**src/hdl/assert_macros.svh**
```systemverilog
// assertion macros shared by the rssi level tracker rtl
// expects clk and arst_n in the scope of each use
`ifndef ASSERT_MACROS_SVH
`define ASSERT_MACROS_SVH
`ifndef SYNTH
`define RLT_ASSERT_ALWAYS(lbl, expr) \
	lbl: assert property (@(posedge clk) disable iff (!arst_n) (expr)) \
		else $error("invariant violated");
`define RLT_ASSERT_IMPLIES(lbl, ante, cons) \
	lbl: assert property (@(posedge clk) disable iff (!arst_n) (ante) |-> (cons)) \
		else $error("implication violated");
`else
`define RLT_ASSERT_ALWAYS(lbl, expr)
`define RLT_ASSERT_IMPLIES(lbl, ante, cons)
`endif
`endif

```
**src/hdl/rlt_pkg.sv**
```systemverilog
// constants and types for the rssi level tracker
// no dependencies
package rlt_pkg;

	localparam int COUNT_WIDTH = 16;
	localparam int OUT_COUNT_W = 16;
	localparam int DIV_WIDTH = 17;
	localparam int DIV_STEPS = DIV_WIDTH;
	localparam int DIV_CNT_W = $clog2(DIV_STEPS);

	localparam logic [8:0] WEIGHT_MIN = 9'd13;
	localparam logic [8:0] WEIGHT_MAX = 9'd256;
	localparam logic [8:0] WEIGHT_RESET = 9'd77;

	typedef logic [1:0] trend_t;
	localparam trend_t TREND_STABLE = 2'd0;
	localparam trend_t TREND_RISING = 2'd1;
	localparam trend_t TREND_FALLING = 2'd2;

	localparam logic signed [18:0] TREND_STEP = 19'sd384;

	typedef struct packed {
		logic busy;
		logic done;
	} div_stat_t;

endpackage

```
**src/hdl/rssi_level_tracker.sv**
```systemverilog
// rssi level tracker: peak, lowest, ema, running mean, count and trend
// one word at a time: sample_stall holds off a new word until the previous one is emitted
// every word after the first also waits on the 17-step serial mean divider
// the ema multiply is one registered step shared with the divider start
// asynchronous active-low reset clears the history; weight resets to 77
// depends on rlt_pkg, rlt_div and assert_macros.svh
`include "assert_macros.svh"
module rssi_level_tracker (
	input  logic                                clk,
	input  logic                                arst_n,
	input  logic                                weight_valid,
	output logic                                weight_ready,
	input  logic [8:0]                          weight_data,
	input  logic                                sample_valid,
	output logic                                sample_stall,
	input  logic signed [7:0]                   sample_level,
	output logic                                result_valid,
	input  logic                                result_stall,
	output logic signed [7:0]                   current_level,
	output logic signed [7:0]                   peak_level,
	output logic signed [7:0]                   lowest_level,
	output logic signed [15:0]                  smoothed_level,
	output logic signed [15:0]                  mean_level,
	output logic [rlt_pkg::OUT_COUNT_W-1:0]     sample_count,
	output rlt_pkg::trend_t                     trend
);
	import rlt_pkg::*;

	localparam logic [1:0] ST_IDLE = 2'd0;
	localparam logic [1:0] ST_PREP = 2'd1;
	localparam logic [1:0] ST_DIV = 2'd2;
	localparam logic [1:0] ST_EMIT = 2'd3;
	localparam logic [COUNT_WIDTH-1:0] COUNT_MAX = '1;

	logic [1:0]              state_q;
	logic [8:0]              weight_q;
	logic                    started_q;
	logic                    result_valid_q;
	logic signed [7:0]       x_q;
	logic signed [7:0]       cur_q;
	logic signed [7:0]       peak_q;
	logic signed [7:0]       low_q;
	logic signed [15:0]      smooth_q;
	logic signed [15:0]      mean_q;
	logic [COUNT_WIDTH-1:0]  count_q;
	trend_t                  trend_q;
	logic signed [26:0]      prod_q;

	logic                    accept;
	logic                    out_free;
	logic                    emit;
	logic signed [15:0]      x_fix;
	logic signed [16:0]      ema_diff;
	logic signed [26:0]      ema_prod;
	logic signed [26:0]      ema_rnd;
	logic signed [18:0]      ema_step;
	logic signed [16:0]      mean_diff;
	logic [DIV_WIDTH-1:0]    mean_mag;
	logic [DIV_WIDTH-1:0]    quo;
	logic signed [17:0]      quo_signed;
	logic [COUNT_WIDTH-1:0]  count_next;
	logic [8:0]              weight_clamped;
	logic                    div_start;
	div_stat_t               div_stat;

	assign accept = sample_valid && !sample_stall;
	assign sample_stall = state_q != ST_IDLE;
	assign out_free = !result_valid_q || !result_stall;
	assign emit = (state_q == ST_EMIT) && out_free;
	assign div_start = (state_q == ST_PREP) && started_q;
	assign weight_ready = 1'b1;

	assign x_fix = {x_q, 8'h00};
	assign ema_diff = {x_fix[15], x_fix} - {smooth_q[15], smooth_q};
	assign ema_prod = $signed({1'b0, weight_q}) * ema_diff;
	assign ema_rnd = prod_q + 27'sd128;
	assign ema_step = ema_rnd[26:8];

	assign mean_diff = {x_fix[15], x_fix} - {mean_q[15], mean_q};
	assign mean_mag = mean_diff[16] ? DIV_WIDTH'(-mean_diff) : DIV_WIDTH'(mean_diff);
	assign quo_signed = mean_diff[16] ? -$signed({1'b0, quo}) : $signed({1'b0, quo});

	always_comb begin
		if (!started_q) begin
			count_next = COUNT_WIDTH'(1);
		end else if (count_q == COUNT_MAX) begin
			count_next = count_q;
		end else begin
			count_next = count_q + 1'b1;
		end
	end

	always_comb begin
		if (weight_data < WEIGHT_MIN) begin
			weight_clamped = WEIGHT_MIN;
		end else if (weight_data > WEIGHT_MAX) begin
			weight_clamped = WEIGHT_MAX;
		end else begin
			weight_clamped = weight_data;
		end
	end

	rlt_div u_div (
		.clk      (clk),
		.arst_n   (arst_n),
		.start    (div_start),
		.dividend (mean_mag),
		.divisor  (count_next),
		.stat     (div_stat),
		.quotient (quo)
	);

	// sequencer and history
	always_ff @(posedge clk or negedge arst_n) begin
		if (!arst_n) begin
			state_q <= ST_IDLE;
			weight_q <= WEIGHT_RESET;
			started_q <= 1'b0;
			result_valid_q <= 1'b0;
			peak_q <= '0;
			low_q <= '0;
			smooth_q <= '0;
			mean_q <= '0;
			count_q <= '0;
		end else begin
			if (weight_valid && weight_ready) begin
				weight_q <= weight_clamped;
			end
			if (emit) begin
				result_valid_q <= 1'b1;
			end else if (!result_stall) begin
				result_valid_q <= 1'b0;
			end
			case (state_q)
				ST_IDLE: begin
					if (accept) begin
						state_q <= ST_PREP;
					end
				end
				ST_PREP: begin
					state_q <= started_q ? ST_DIV : ST_EMIT;
				end
				ST_DIV: begin
					if (div_stat.done) begin
						state_q <= ST_EMIT;
					end
				end
				ST_EMIT: begin
					if (out_free) begin
						state_q <= ST_IDLE;
						started_q <= 1'b1;
						count_q <= count_next;
						if (!started_q) begin
							peak_q <= x_q;
							low_q <= x_q;
							smooth_q <= x_fix;
							mean_q <= x_fix;
						end else begin
							if (x_q > peak_q) begin
								peak_q <= x_q;
							end
							if (x_q < low_q) begin
								low_q <= x_q;
							end
							smooth_q <= smooth_q + ema_step[15:0];
							mean_q <= mean_q + quo_signed[15:0];
						end
					end
				end
				default: begin
					state_q <= ST_IDLE;
				end
			endcase
		end
	end

	// word payload
	always_ff @(posedge clk) begin
		if (accept) begin
			x_q <= sample_level;
		end
		if (state_q == ST_PREP) begin
			prod_q <= ema_prod;
		end
		if (emit) begin
			cur_q <= x_q;
			if (!started_q) begin
				trend_q <= TREND_STABLE;
			end else if (ema_step >= TREND_STEP) begin
				trend_q <= TREND_RISING;
			end else if (ema_step <= -TREND_STEP) begin
				trend_q <= TREND_FALLING;
			end else begin
				trend_q <= TREND_STABLE;
			end
		end
	end

	assign result_valid = result_valid_q;
	assign current_level = cur_q;
	assign peak_level = peak_q;
	assign lowest_level = low_q;
	assign smoothed_level = smooth_q;
	assign mean_level = mean_q;
	assign sample_count = OUT_COUNT_W'(count_q);
	assign trend = trend_q;

	`RLT_ASSERT_ALWAYS(a_weight_range, weight_q >= WEIGHT_MIN && weight_q <= WEIGHT_MAX)
	`RLT_ASSERT_IMPLIES(a_result_after_start, result_valid_q, started_q && count_q != '0)
	`RLT_ASSERT_IMPLIES(a_div_tracks_state, state_q == ST_DIV, div_stat.busy || div_stat.done)
	`RLT_ASSERT_IMPLIES(a_peak_over_low, started_q, peak_q >= low_q)

endmodule

```
**src/hdl/rlt_div.sv**
```systemverilog
// serial restoring divider, one quotient bit per cycle
// depends on rlt_pkg and assert_macros.svh
`include "assert_macros.svh"
module rlt_div (
	input  logic                              clk,
	input  logic                              arst_n,
	input  logic                              start,
	input  logic [rlt_pkg::DIV_WIDTH-1:0]     dividend,
	input  logic [rlt_pkg::COUNT_WIDTH-1:0]   divisor,
	output rlt_pkg::div_stat_t                stat,
	output logic [rlt_pkg::DIV_WIDTH-1:0]     quotient
);
	import rlt_pkg::*;

	logic                   busy_q;
	logic                   done_q;
	logic [DIV_CNT_W-1:0]   cnt_q;
	logic [COUNT_WIDTH-1:0] rem_q;
	logic [COUNT_WIDTH-1:0] div_q;
	logic [DIV_WIDTH-1:0]   quo_q;
	logic [COUNT_WIDTH:0]   trial;
	logic [COUNT_WIDTH:0]   trial_sub;
	logic                   ge;

	assign trial = {rem_q, quo_q[DIV_WIDTH-1]};
	assign ge = trial >= {1'b0, div_q};
	assign trial_sub = trial - {1'b0, div_q};

	always_ff @(posedge clk or negedge arst_n) begin
		if (!arst_n) begin
			busy_q <= 1'b0;
			done_q <= 1'b0;
			cnt_q <= '0;
		end else begin
			done_q <= 1'b0;
			if (start) begin
				busy_q <= 1'b1;
				cnt_q <= '0;
			end else if (busy_q) begin
				cnt_q <= cnt_q + 1'b1;
				if (cnt_q == DIV_CNT_W'(DIV_STEPS - 1)) begin
					busy_q <= 1'b0;
					done_q <= 1'b1;
				end
			end
		end
	end

	always_ff @(posedge clk) begin
		if (start) begin
			rem_q <= '0;
			quo_q <= dividend;
			div_q <= divisor;
		end else if (busy_q) begin
			rem_q <= ge ? trial_sub[COUNT_WIDTH-1:0] : trial[COUNT_WIDTH-1:0];
			quo_q <= {quo_q[DIV_WIDTH-2:0], ge};
		end
	end

	assign stat.busy = busy_q;
	assign stat.done = done_q;
	assign quotient = quo_q;

	`RLT_ASSERT_IMPLIES(a_rem_below_div, busy_q && !$past(start), rem_q < div_q)
	`RLT_ASSERT_IMPLIES(a_done_after_busy, done_q, $past(busy_q) && !busy_q)

endmodule
```
**config.mk**
```make
export PLATFORM = sky130hd
export DESIGN_NAME = rssi_level_tracker
export DESIGN_NICKNAME = d
export VERILOG_FILES = /design/src/hdl/rlt_pkg.sv /design/src/hdl/rssi_level_tracker.sv /design/src/hdl/rlt_div.sv
export VERILOG_INCLUDE_DIRS = /design/src /design/src/hdl
export SDC_FILE = /design/constraint.sdc
export NUM_CORES = 1
export LEC_CHECK = 0
export CORE_MARGIN = 2
export CORE_UTILIZATION = 38
export DETAILED_ROUTE_END_ITERATION = 8
export DONT_BUFFER_PORTS = 1
export GPL_ROUTABILITY_DRIVEN = 1
export PLACE_DENSITY = 0.61
export REMOVE_ABC_BUFFERS = 1
export SETUP_SLACK_MARGIN = 0.2
export SYNTH_ARGS = -nofsm -noshare
export SYNTH_HDL_FRONTEND = slang
export SYNTH_SLANG_ARGS = --single-unit
```
**constraint.sdc**
```tcl
create_clock -name clk -period 15.5 [get_ports clk]
set_input_delay 0.775 -clock clk [delete_from_list [all_inputs] [get_ports clk]]
set_output_delay 0.775 -clock clk [all_outputs]
set_load 0.01 [all_outputs]
```
After elaboration in Yosys (flattened, before gate mapping):

Cells that the tools add are included.
Widths: inputs -> output; s select.

* input bits: 22
* logic and storage cells: 97
* bits in registers: 178
* output and inout port bits: 77

* bitwise logic cells: 1
* equality and inequality tests: 11
* order comparisons: 7
* add/subtract/negate cells: 10
* multiply operators: 1
* reductions and logical operators: 15
* multiplexer cells: 32

Operators by type and width (number)
* $mux 16: 6
* $mux 17: 3
* $sub 16x16->17: 2
* $add 16x16->16: 2
* $mux 8: 4
* $add 27x9->27 const B: 1
* $mul 10x17->27: 1
* $ge 19x10->1 const B: 1
* $le 19x10->1 const B: 1
* $mux 9: 2
* $ge 17x16->1: 1
* $neg 17->17: 1
* $add 16x1->16 const B: 1
* $eq 16x16->1 const B: 1
* $neg 16->16: 1
* $sub 16x16->16: 1
* $mux 1: 10
* $mux 5: 2
* $gt 9x9->1 const B: 1
* $lt 9x4->1 const B: 1
* $reduce_and 3->1: 3
* $gt 8x8->1: 1
* $lt 8x8->1: 1
* $mux 2: 4
* other kinds (15): 25

Logic depth before layout (Yosys ltp):

* depth after elaboration: 5
* gate-level depth with buffers: 28
* gate-level depth less buffers: 28

Cells and area by module:

A second synthesis with hierarchy kept.

* cell total of the unflattened synthesis: 1840
* area total of the unflattened synthesis: 17038.8 sq um

Modules (own cells, without submodules)
* rssi_level_tracker: area an instance 13915.8 sq um, seq. area each 3072.9 sq um, cells an instance 1547, times used 1
* rlt_div: area an instance 3123.0 sq um, seq. area each 1486.4 sq um, cells an instance 293, times used 1

Worst setup path after synthesis:

No wires, ideal clock.

* kind: register to register
* start point: register smooth_q[0], in the netlist smoothed_level[0]
* end point: register prod_q[26], data pin
* period minus slack after synthesis: 6.908 ns
* required time: 15.232 ns
* cell stages (with the launch flop): 26
* slack: 8.592 ns
* arrival time: 6.640 ns
* library setup time: 0.268 ns
* cell sequence: dfrtp_1 -> clkbuf_1 -> inv_1 -> ha_1 -> a41o_1 -> or2_2 -> a31oi_1 -> xnor2_1 -> nand2_1 -> fa_1 -> inv_1 -> fa_1 -> fa_1 -> fa_1 -> inv_1 -> fa_1 -> inv_1 -> ha_1 -> a2111oi_0 -> and3_1 -> o21a_1 -> o31ai_1 -> a41oi_1 -> a21oi_1 -> a21oi_1 -> xnor3_1

* longest elaborated chain between the ends: 2

Ends and longest elaborated chain
* start: declaration: RTL line rssi_level_tracker.sv:43 `logic signed [15:0] smooth_q;`
* start signal: assignment: RTL line rssi_level_tracker.sv:156 `smooth_q <= x_fix;`
* start signal: assignment: RTL line rssi_level_tracker.sv:165 `smooth_q <= smooth_q + ema_step[15:0];`
* $sub 16x16->17: RTL line rssi_level_tracker.sv:74 `assign ema_diff = {x_fix[15], x_fix} - {smooth_q[15], smooth_q};`
* $mul 10x17->27: RTL line rssi_level_tracker.sv:75 `assign ema_prod = $signed({1'b0, weight_q}) * ema_diff;`
* named net ema_prod[26]: RTL line rssi_level_tracker.sv:54 `logic signed [26:0] ema_prod;`
* end signal: assignment: RTL line rssi_level_tracker.sv:183 `prod_q <= ema_prod;`
* end: declaration: RTL line rssi_level_tracker.sv:47 `logic signed [26:0] prod_q;`

The timed path passes the listed nets, and every way through them passes these cells.
A chain may end at the register's enable or synchronous reset.

Worst setup path after layout:

* start point: register smooth_q[2], in the netlist smoothed_level[2]
* end point: register prod_q[26], data pin

The elaborated chain is that of the path after synthesis.

==> impl_metrics.csv <==
group,metric,value,unit
clock_tree,clock_path_buffers,2,
floorplan,die-height,213.4,um
global_route,largest_net_degree_at_the_start_of_global_routing,77,
cells_and_area,num_antenna_cells,0,
worst_setup_path,critical_path_end_type,"flop",
worst_setup_path,critPathArrivalTime,8.22,ns
timing,clock_skew,0.01603,ns
clock_tree,cts_max_level,4,
timing,grt_setup_unrepaired,"false",
floorplan,floorplan.io_pins,99,
clock_tree,cts_sinks,171,
timing,worst_slew_pin_slew,1.172,ns
global_route,grt_pass1_vias,12890,
cells_and_area,layout-drive-gt1-share,0.05925,
cells_and_area,nets,2094,
cells_and_area,design_area,0.01794,mm^2
route,route.antenna.remaining_nets,0,
clock_tree,postCtsSetupBuffers,0,
synthesis,synth_ff_type,"dfrtp_1",
placement,place_ws,7.447,ns
route,detailroute.via_count,12430,
timing,final-max-slew-violation-count,0,
floorplan,die_w,213.4,um
route,detail_route.vias_per_cell,5.197,
clock_tree,clock_latency,0.46,ns
timing,finalHoldViolations,0,
synthesis,ys_seq_elements,171,
placement,port_buffers,0,
timing,setup_tns,0,ns
floorplan,die-area,0.04553,mm^2
floorplan,core,0.04317,mm^2
route,detail_route.first_pass.iterations,5,
route,drt_iter0_drcs,666,
clock_tree,clk_pin_slew,0.08,ns
timing,period_needed,8.024,ns
global_route,antenna_found_initial,0,
synthesis,synth_async_sr_flop_share,0.4912,
global_route,globalRouteTotalUtil,0.1899,
floorplan,initial_utilization,0.3859,
timing,f_max,124.6,MHz
timing,final.setup.worst_slack,7.476,ns
placement,gp_congestion,0.8649,
placement,detailed_place.area,0.01730,mm^2
worst_setup_path,cp_max_fo,9,
floorplan,standard_cell_rows,76,
run,max-cap-violations,0,
timing,slew-limit-headroom,0.2184,
synthesis,yosysWarnings,0,
route,drc,0,
cells_and_area,syn2layout_area_growth,7.683,%
worst_setup_path,cp_data_required_time,15.70,ns
timing,setup_viol,0,
clock_tree,ctsHoldBuffers,2,
global_route,grt_first_pass_wirelength,67610,um
timing,timing.final.crit_share,0.5177,
placement,detailed_place_hpwl,31420,um
synthesis,edff_count_synth,71,
route,post_drt_wl_per_cell,17.27,um
clock_tree,tritoncts_buffers,17,
clock_tree,cts_root_buf,"clkbuf_16",
synthesis,synthCells,1802,
worst_setup_path,crit_path_start_kind,"flop",
synthesis,syn-mean-instance-area,9.245,um^2
synthesis,ys_seq_area_frac,0.2737,
run_status,outcome,"completed",
clock_tree,cts_resized,0,
clock_tree,tritoncts_clock_tree,"built",
synthesis,post_synth_instance_area,0.01666,mm^2
worst_setup_path,crit_type,"flop to flop",
hold_path,class_of_the_worst_hold_path,"primary input to async pin",
synthesis,netlist-cell-type-count,80,
global_route,residual_overflow_from_global_routing,0,
route,routed_wirelength,41290,um
layer usage:
metal | vias to the layer above | part of all wire | track usage
met5 | - | 0 | 0
met2 | 150 | 0.51 | 0.3455
li1 | 6044 | - | -
met4 | 0 | 0.020 | 0.05556
met3 | 42 | 0.032 | 0.02724
met1 | 6191 | 0.44 | 0.2329
cell usage after synthesis, types with 5 or more instances:
master,count,area (um^2)
fa_1,121,2422
nand2b_1,17,106.4
o21bai_1,6,45.04
nor2_1,101,379.1
inv_1,231,867.1
or3_1,13,81.33
nand2_1,192,720.7
dfrtp_1,80,2002
ha_1,158,1977
mux2i_1,16,160.2
edfxtp_1,71,2132
o21a_1,20,150.1
nor3_1,33,165.2
nor2b_1,29,181.4
o31ai_1,24,180.2
o41ai_1,5,43.79
xnor2_1,100,875.8
mux2_2,22,247.7
o21ai_0,81,405.4
and3_1,13,81.33
clkbuf_1,37,138.9
nand3_1,31,155.2
nand4_1,13,81.33
o211ai_1,9,67.56
a31oi_1,11,68.82
a31o_2,8,70.07
a211oi_1,21,157.7
or2_2,9,56.30
xor2_1,53,464.2
dfxtp_1,16,320.3
a21oi_1,73,365.4
and2_1,83,519.3
a21o_1,18,135.1
nor4_1,5,31.28
stage by stage:
stage | cells | hold slack (ns) | utilization
2_1_floorplan | 1755 | 0.4494 | -
3_3_place_gp | 2357 | 0.4608 | 0.4008
3_5_place_dp | 2357 | 0.4706 | 0.4008
4_1_cts | 2391 | 0.1387 | 0.4155
5_1_grt | 2391 | 0.1394 | 0.4155
6_report | 2391 | 0.1675 | 0.4155
path summary, 6_finish.rpt:
path | depth (start not counted) | start | end | slack, ns
worst min register to register | 2 | u_div.rem_q[15]$_SDFFE_PP0P_ | u_div.rem_q[15]$_SDFFE_PP0P_ | 0.48
worst max-delay path | 24 | smoothed_level[2]$_DFFE_PN0P_ | prod_q[26]$_DFFE_PN_ | 7.48
max in group asynchronous | 1 | arst_n | mean_level[11]$_DFFE_PN0P_ | 14.50
worst min-delay path | 0 | arst_n | weight_q[6]$_DFFE_PN1P_ | 0.17
min in group clk | 1 | weight_valid | weight_q[0]$_DFFE_PN1P_ | 0.37
worst max register to register | 24 | smoothed_level[2]$_DFFE_PN0P_ | prod_q[26]$_DFFE_PN_ | 7.48
worst max-delay path, stage by stage (launching register included):
cell       delay [ns]
dfrtp_1          0.49
nor3_1           0.53
a41oi_1          0.32
o21bai_1         0.20
a21oi_1          0.11
xnor2_1          0.62
nand2_1          0.15
fa_1             0.51
inv_1            0.05
fa_1             0.52
fa_1             0.44
fa_1             0.54
inv_1            0.05
fa_1             0.53
inv_1            0.04
ha_1             0.35
a21o_1           0.21
a2111oi_0        0.68
and3_1           0.27
o21a_1           0.15
o31ai_1          0.14
a41oi_1          0.29
a21oi_1          0.13
a21oi_1          0.20
xnor3_1          0.23
state kept, by name, indices dropped and copies added, names as in the netlist, 8 cells and up:
register / count
u_div.rem_q: 16
prod_q: 20
smoothed_level: 16
peak_level: 8
current_level: 8
x_q: 8
u_div.quotient: 17
sample_count: 16
lowest_level: 8
u_div.div_q: 16
mean_level: 16
weight_q: 9
kinds of logic after synthesis:
kind of cell    after synthesis  share of synthesized area
buf+inv                     280                    0.06571
flops                       171                     0.2737
fa+ha+maj                   279                     0.2641
mux                          39                    0.02516
compound gates              314                     0.1211
simple gates                563                     0.1673
other cells                   1                  0.0002251
xor+xnor                    155                    0.08276
cell type report:
cell class / count / area (um^2)
Multi-Input combinational cell: 1351 / 11010
Fill cell: 4260 / 25230
Timing Repair Buffer: 19 / 165.2
Inverter: 233 / 874.6
Tap cell: 585 / 732.0
Clock inverter: 15 / 175.2
Sequential cell: 171 / 4559
Clock buffer: 17 / 425.4
layout by cell type, fill, tap and decap left out, types with 6 or more instances in the layout:
master     synthesis  routed
or2_2              9       9
dfxtp_1           16      16
a21o_1            18      18
o21ai_0           81      81
o21bai_1           6       6
o21a_1            20      20
nand3_1           31      31
edfxtp_1          71      71
nand4_1           13      13
a31oi_1           11      11
mux2i_1           16      16
nor2b_1           29      29
mux2_2            22      22
dfrtp_1           80      80
a21oi_1           73      73
ha_1             158     158
and3_1            13      13
nor3_1            33      33
inv_1            231     231
o211ai_1           9       9
or3_1             13      13
buf_4              2      17
xnor2_1          100     100
nor2_1           101     101
and2_1            83      83
nand2b_1          17      17
fa_1             121     121
a211oi_1          21      21
xor2_1            53      53
nand2_1          192     191
o31ai_1           24      24
clkbuf_16          0      17
a31o_2             8       8
Power is not shown: default switching activity piles up to over one toggle a cycle in this logic, so the estimate is an artifact.
